## src/rtl/core/mra_pkg.sv

```systemverilog
package mra_pkg;

	localparam int unsigned MOTION_BIT = 7;

	localparam int unsigned CFG_INDEX_W = 1;
	localparam int unsigned CFG_DATA_W  = 16;

	localparam logic [CFG_INDEX_W-1:0] REG_REPORT_INTERVAL = 1'd0;
	localparam logic [CFG_INDEX_W-1:0] REG_INVERT_Y        = 1'd1;

	localparam logic signed [15:0] S16_MIN   = 16'sh8000;
	localparam logic signed [15:0] S16_MAX   = 16'sh7FFF;
	localparam logic signed [31:0] INT32_MIN = 32'sh8000_0000;
	localparam logic signed [31:0] INT32_MAX = 32'sh7FFF_FFFF;

	typedef struct packed {
		logic [7:0]  motion_status;
		logic [7:0]  delta_x_low;
		logic [7:0]  delta_x_high;
		logic [7:0]  delta_y_low;
		logic [7:0]  delta_y_high;
		logic [31:0] now_ms;
	} in_beat_t;

	typedef struct packed {
		logic signed [15:0] report_x;
		logic signed [15:0] report_y;
		logic [31:0]        report_time;
	} out_beat_t;

	// Decoded displacement of one sample.
	typedef struct packed {
		logic signed [15:0] dx;
		logic signed [15:0] dy;
	} delta_t;

	typedef struct packed {
		logic [15:0] report_interval_ms;
		logic        invert_y;
	} cfg_t;

endpackage

```

## src/rtl/core/mra_decode.sv

```systemverilog
module mra_decode (
	input  mra_pkg::in_beat_t sample,
	input  logic              invert_y,
	output mra_pkg::delta_t   delta
);
	import mra_pkg::*;

	logic               motion;
	logic signed [15:0] raw_x;
	logic signed [15:0] raw_y;

	assign motion = sample.motion_status[MOTION_BIT];
	assign raw_x  = motion ? {sample.delta_x_high, sample.delta_x_low} : 16'sd0;
	assign raw_y  = motion ? {sample.delta_y_high, sample.delta_y_low} : 16'sd0;

	always_comb begin
		delta.dx = raw_x;
		if (invert_y) begin
			// Negating the most negative value saturates to the largest positive one.
			delta.dy = (raw_y == S16_MIN) ? S16_MAX : -raw_y;
		end else begin
			delta.dy = raw_y;
		end
	end

endmodule

```

## src/rtl/core/mra_accum.sv

```systemverilog
module mra_accum (
	input  logic              clk,
	input  logic              arst_n,
	input  logic              advance,
	input  logic [15:0]       report_interval_ms,
	input  logic [31:0]       now_ms,
	input  mra_pkg::delta_t   delta,
	output logic              emit,
	output mra_pkg::out_beat_t report
);
	import mra_pkg::*;

	logic signed [31:0] sum_x_q;
	logic signed [31:0] sum_y_q;
	logic [31:0]        last_sample_q;
	logic [31:0]        last_report_q;

	logic               timed;
	logic [31:0]        since_sample;
	logic [31:0]        since_report;
	logic               stale;
	logic signed [31:0] base_x;
	logic signed [31:0] base_y;
	logic signed [31:0] new_x;
	logic signed [31:0] new_y;

	function automatic logic signed [31:0] sat_add(input logic signed [31:0] a,
			input logic signed [15:0] b);
		logic signed [32:0] s;
		s = {a[31], a} + {{17{b[15]}}, b};
		if (s[32] != s[31]) begin
			sat_add = s[32] ? INT32_MIN : INT32_MAX;
		end else begin
			sat_add = s[31:0];
		end
	endfunction

	function automatic logic signed [15:0] clamp16(input logic signed [31:0] v);
		if (v > 32'(S16_MAX)) begin
			clamp16 = S16_MAX;
		end else if (v < 32'(S16_MIN)) begin
			clamp16 = S16_MIN;
		end else begin
			clamp16 = v[15:0];
		end
	endfunction

	assign timed        = report_interval_ms != 16'd0;
	assign since_sample = now_ms - last_sample_q;
	assign since_report = now_ms - last_report_q;
	assign stale        = timed && (since_sample >= {16'd0, report_interval_ms});
	assign base_x       = stale ? 32'sd0 : sum_x_q;
	assign base_y       = stale ? 32'sd0 : sum_y_q;
	assign new_x        = sat_add(base_x, delta.dx);
	assign new_y        = sat_add(base_y, delta.dy);
	assign emit         = !timed || (since_report >= {16'd0, report_interval_ms});

	assign report.report_x    = clamp16(new_x);
	assign report.report_y    = clamp16(new_y);
	assign report.report_time = now_ms;

	always_ff @(posedge clk or negedge arst_n) begin
		if (!arst_n) begin
			sum_x_q       <= '0;
			sum_y_q       <= '0;
			last_sample_q <= '0;
			last_report_q <= '0;
		end else if (advance) begin
			sum_x_q <= emit ? 32'sd0 : new_x;
			sum_y_q <= emit ? 32'sd0 : new_y;
			if (timed) begin
				last_sample_q <= now_ms;
				if (emit) begin
					last_report_q <= now_ms;
				end
			end
		end
	end

endmodule

```

## src/rtl/core/motion_report_accumulator_unit.sv

```systemverilog
// Motion report accumulator. Each input beat carries one optical motion sample
// (status byte, X and Y displacement byte pairs, millisecond timestamp). The
// block accumulates the displacements into saturating 32-bit sums and emits a
// report beat with both sums clamped to 16 bits once report_interval_ms has
// passed since the previous report; with an interval of zero every sample
// reports. A sample that arrives after a gap of at least the interval first
// clears the sums. The block takes one sample per clock cycle while no reporting
// sample waits on a full output register. A sample is held in the input
// register, where the decode, the accumulate and the interval compares are
// evaluated against the state; its report then sits in the output register
// until taken, and is offered only from there. Samples that produce no report
// leave without using the output register, so a stalled output only blocks
// samples that would report.
module motion_report_accumulator_unit (
	input  logic                                 clk,
	input  logic                                 arst_n,
	input  logic                                 in_valid,
	output logic                                 in_ready,
	input  mra_pkg::in_beat_t                    in_data,
	output logic                                 out_valid,
	input  logic                                 out_ready,
	output mra_pkg::out_beat_t                   out_data,
	input  logic                                 cfg_we,
	input  logic [mra_pkg::CFG_INDEX_W-1:0]      cfg_index,
	input  logic [mra_pkg::CFG_DATA_W-1:0]       cfg_data
);
	import mra_pkg::*;

	// Configuration registers, written only while the block is idle (user-enforced).
	cfg_t cfg_q;

	always_ff @(posedge clk or negedge arst_n) begin
		if (!arst_n) begin
			cfg_q <= '0;
		end else if (cfg_we) begin
			case (cfg_index)
				REG_REPORT_INTERVAL: cfg_q.report_interval_ms <= cfg_data;
				REG_INVERT_Y:        cfg_q.invert_y <= cfg_data[0];
				default:             cfg_q <= cfg_q;
			endcase
		end
	end

	// Input register: holds the sample being evaluated this cycle.
	logic     valid_s1;
	in_beat_t data_s1;
	logic     advance;
	logic     emit;
	out_beat_t report;
	delta_t   delta;

	// The sample in the input register moves on when it does not report, or
	// when the output register is empty or being emptied this cycle.
	assign advance  = valid_s1 && (!emit || !out_valid || out_ready);
	assign in_ready = !valid_s1 || advance;

	always_ff @(posedge clk or negedge arst_n) begin
		if (!arst_n) begin
			valid_s1 <= 1'b0;
		end else if (in_ready) begin
			valid_s1 <= in_valid;
		end
	end

	always_ff @(posedge clk) begin
		if (in_ready && in_valid) begin
			data_s1 <= in_data;
		end
	end

	mra_decode u_decode (
		.sample   (data_s1),
		.invert_y (cfg_q.invert_y),
		.delta    (delta)
	);

	// The accumulator state updates at the same edge the sample leaves, so the
	// next sample in the input register already sees the updated sums.
	mra_accum u_accum (
		.clk                (clk),
		.arst_n             (arst_n),
		.advance            (advance),
		.report_interval_ms (cfg_q.report_interval_ms),
		.now_ms             (data_s1.now_ms),
		.delta              (delta),
		.emit               (emit),
		.report             (report)
	);

	// Output register: a report waits here until the consumer takes it.
	logic      out_valid_q;
	out_beat_t out_data_q;

	always_ff @(posedge clk or negedge arst_n) begin
		if (!arst_n) begin
			out_valid_q <= 1'b0;
		end else if (advance && emit) begin
			out_valid_q <= 1'b1;
		end else if (out_ready) begin
			out_valid_q <= 1'b0;
		end
	end

	always_ff @(posedge clk) begin
		if (advance && emit) begin
			out_data_q <= report;
		end
	end

	assign out_valid = out_valid_q;
	assign out_data  = out_data_q;

endmodule

```

## config.mk

```make
export PLATFORM = sky130hd
export DESIGN_NAME = motion_report_accumulator_unit
export DESIGN_NICKNAME = d
export VERILOG_FILES = /design/src/rtl/core/mra_pkg.sv /design/src/rtl/core/mra_decode.sv /design/src/rtl/core/mra_accum.sv /design/src/rtl/core/motion_report_accumulator_unit.sv
export SDC_FILE = /design/constraint.sdc
export NUM_CORES = 1
export LEC_CHECK = 0
export ABC_AREA = 0
export BUFFER_PORTS_ARGS = -buffer_cell sky130_fd_sc_hd__buf_2
export CAP_MARGIN = 20
export CORE_ASPECT_RATIO = 0.7
export CORE_UTILIZATION = 55
export DETAILED_ROUTE_END_ITERATION = 7
export MAX_ROUTING_LAYER = met4
export PLACE_DENSITY = 0.79
export SYNTH_ARGS = -nofsm -noshare
export SYNTH_HDL_FRONTEND = slang
export SYNTH_HIERARCHICAL = 1
export SYNTH_SLANG_ARGS = --single-unit
```

## constraint.sdc

```tcl
create_clock -name clk -period 9.3 [get_ports clk]
set_input_delay 0 -clock clk [delete_from_list [all_inputs] [get_ports clk]]
set_output_delay 0 -clock clk [all_outputs]
set_load 0.01 [all_outputs]
```

==> results by group <==
Run status
  – Status: finished clean

Setup path
  – Crit path capture type: register
  – Slowest stage delay, CP: 0.49 ns
  – Slowest cell on crit path: or4b_4
  – Critical path launch point type: register
  – R2r worst-path depth: 44
  – Crit path max fanout: 10
  – Worst path arrival time: 9.59 ns
  – Crit Reg-Reg Endpoint: out_data[38]
  – FF-to-FF setup slack: 0.03 ns
  – Bufs and invs on worst path: 8
  – Largest delay contributor family on the critical path: compound AO/OA/AOI/OAI gates
  – Worst path required time: 9.62 ns
  – Worst setup path category: reg -> reg
  – Crit Reg-Reg Startpoint: u_accum/last_sample_q[1]

Logic synthesis
  – Yosys warnings: 6
  – Syn Area/Cell: 9.20 um2
  – Post-Syn Nets: 2436
  – Mapped cell area: 20000 um2
  – Post-Syn Instances: 2175

Placed design
  – Post-Place Cells: 2917
  – Post-DP HPWL: 44900 um
  – Gpl congestion: 1.03
  – # port buffers: 152
  – Placement Setup Slack: -0.267 ns
  – Post-DP Area: 22500 um2

Clock tree
  – Clk slew on worst S/H paths: 0.07 ns
  – TritonCTS Buffers: 29
  – Clock root cell: clkbuf_16
  – Worst-Skew Late Latency: 0.57 ns
  – Sink Count: 276
  – CTS Buffer Depth: 3
  – TritonCTS clock tree: done
  – H-tree depth: 1

Floorplanning
  – Starting density of the core: 55.8%
  – DIE WIDTH: 230 um
  – Row count: 58
  – I/O pin total: 160
  – Core area: 35800 um2
  – DIE AREA: 37200 um2
  – Chip height: 162 um

Final layout
  – Fin cells: 3101
  – Layout cells sized above 1: 25.8%
  – Nets@finish: 2859
  – Most common cell after layout, fill and taps aside: buf_4
  – Design area: 25800 um2
  – Most frequent cells in the layout: 226 x buf_4, 166 x nand2_1, 157 x a21oi_1
  – Area growth from synthesis to layout: 29.0%
  – Final Util: 72.0%

Timing
  – Final-report max-slew violation count: 0
  – Period utilization: 99.7%
  – RSZ-0062 raised after global routing: yes
  – Clk_skew: 0.0137 ns
  – Final Critical Period: 9.27 ns
  – Least-Margin Pin Slew: 1.27 ns
  – # setup viols final: 0
  – Setup WS post-layout: 0.0267 ns
  – Smallest hold slack: 0.0249 ns
  – Fin Setup TNS: 0 ns
  – Final Hold Fails: 0
  – F_max: 108 MHz
  – Relative slew slack: 15.4%

Global routing
  – Grt ovf: 0
  – Largest net degree at the start of global routing: 76
  – Vias in the first global route: 17622
  – GRT Util Overall: 34.0%
  – Initial antenna violation count: 1
  – First-pass GRT wire length: 96900 um

Power
  – Leakage: 11.2 nW
  – Worst VDD drop: 0.154 mV
  – Power Dens Cells: 167 nW/um2
  – Pwr Total: 4.31 mW

Drt
  – Routed via count: 19145
  – DR pass1 iterations: 6
  – DRT antenna net count: 0
  – Number of DRC markers in iteration 0: 2376
  – WL per Instance: 21.2 um
  – Routed WL: 65900 um
  – Avg Vias per Cell: 6.17
  – DRC: 0

Min path
  – Worst hold path class: in -> async

Job
  – Max-cap violation count: 0
[routing by layer]
metal	GRT usage (%)	wire (um)	vias to the layer above
li1	-	-	8822
met3	6.85	6610	109
met2	48.5	27900	1013
met5	-	0	-
met1	49.7	29800	9201
met4	7.16	1630	0
[cell type report]
cell class | instances | area, um2
multi-input cells | 1632 | 12200
fillers | 2572 | 10000
flip-flops and latches | 276 | 7550
repair buffers | 507 | 3910
clock buffers | 34 | 754
well taps | 480 | 601
inverters | 152 | 571
clock inverters | 19 | 256
diodes | 1 | 2.50
[repair_timing]
action	in CTS	in global routing
setup endpoints to repair	30	35
setup buffers	1	20
gates cloned	1	5
resized for setup	9	202
endpoints found under the hold margin	158	0
hold buffers	102	0
pin swaps	3	49
[report_power, final]
part           switching (mW)  internal (mW)  total (mW)
sequential             0.0722           1.40        1.47
clock                   0.526          0.726        1.25
combinational           0.912          0.676        1.59
total                    1.51           2.80        4.31
[how the worst max path moves through the flow]
stage	from	slack (ns)	to	cells after the start
after floorplan	data_s1[1]	0.05	out_data[36]	38
after global placement	data_s1[1]	0.007	out_data[45]	35
after detailed placement	data_s1[1]	-0.27	out_data[32]	37
after CTS	data_s1[1]	0.07	out_data[34]	40
after global routing	u_accum/last_sample_q[1]	-0.25	out_data[52]	45
final	u_accum/last_sample_q[1]	0.03	out_data[38]	44
[state kept, by name (all words and copies together), names as in the netlist]
name,cells
data_s1,65
valid_s1,1
u_accum/last_report_q,32
cfg_q,17
out_valid,1
u_accum/last_sample_q,32
u_accum/sum_x_q,32
out_data,64
u_accum/sum_y_q,32
(Power assumes the default switching activity.)
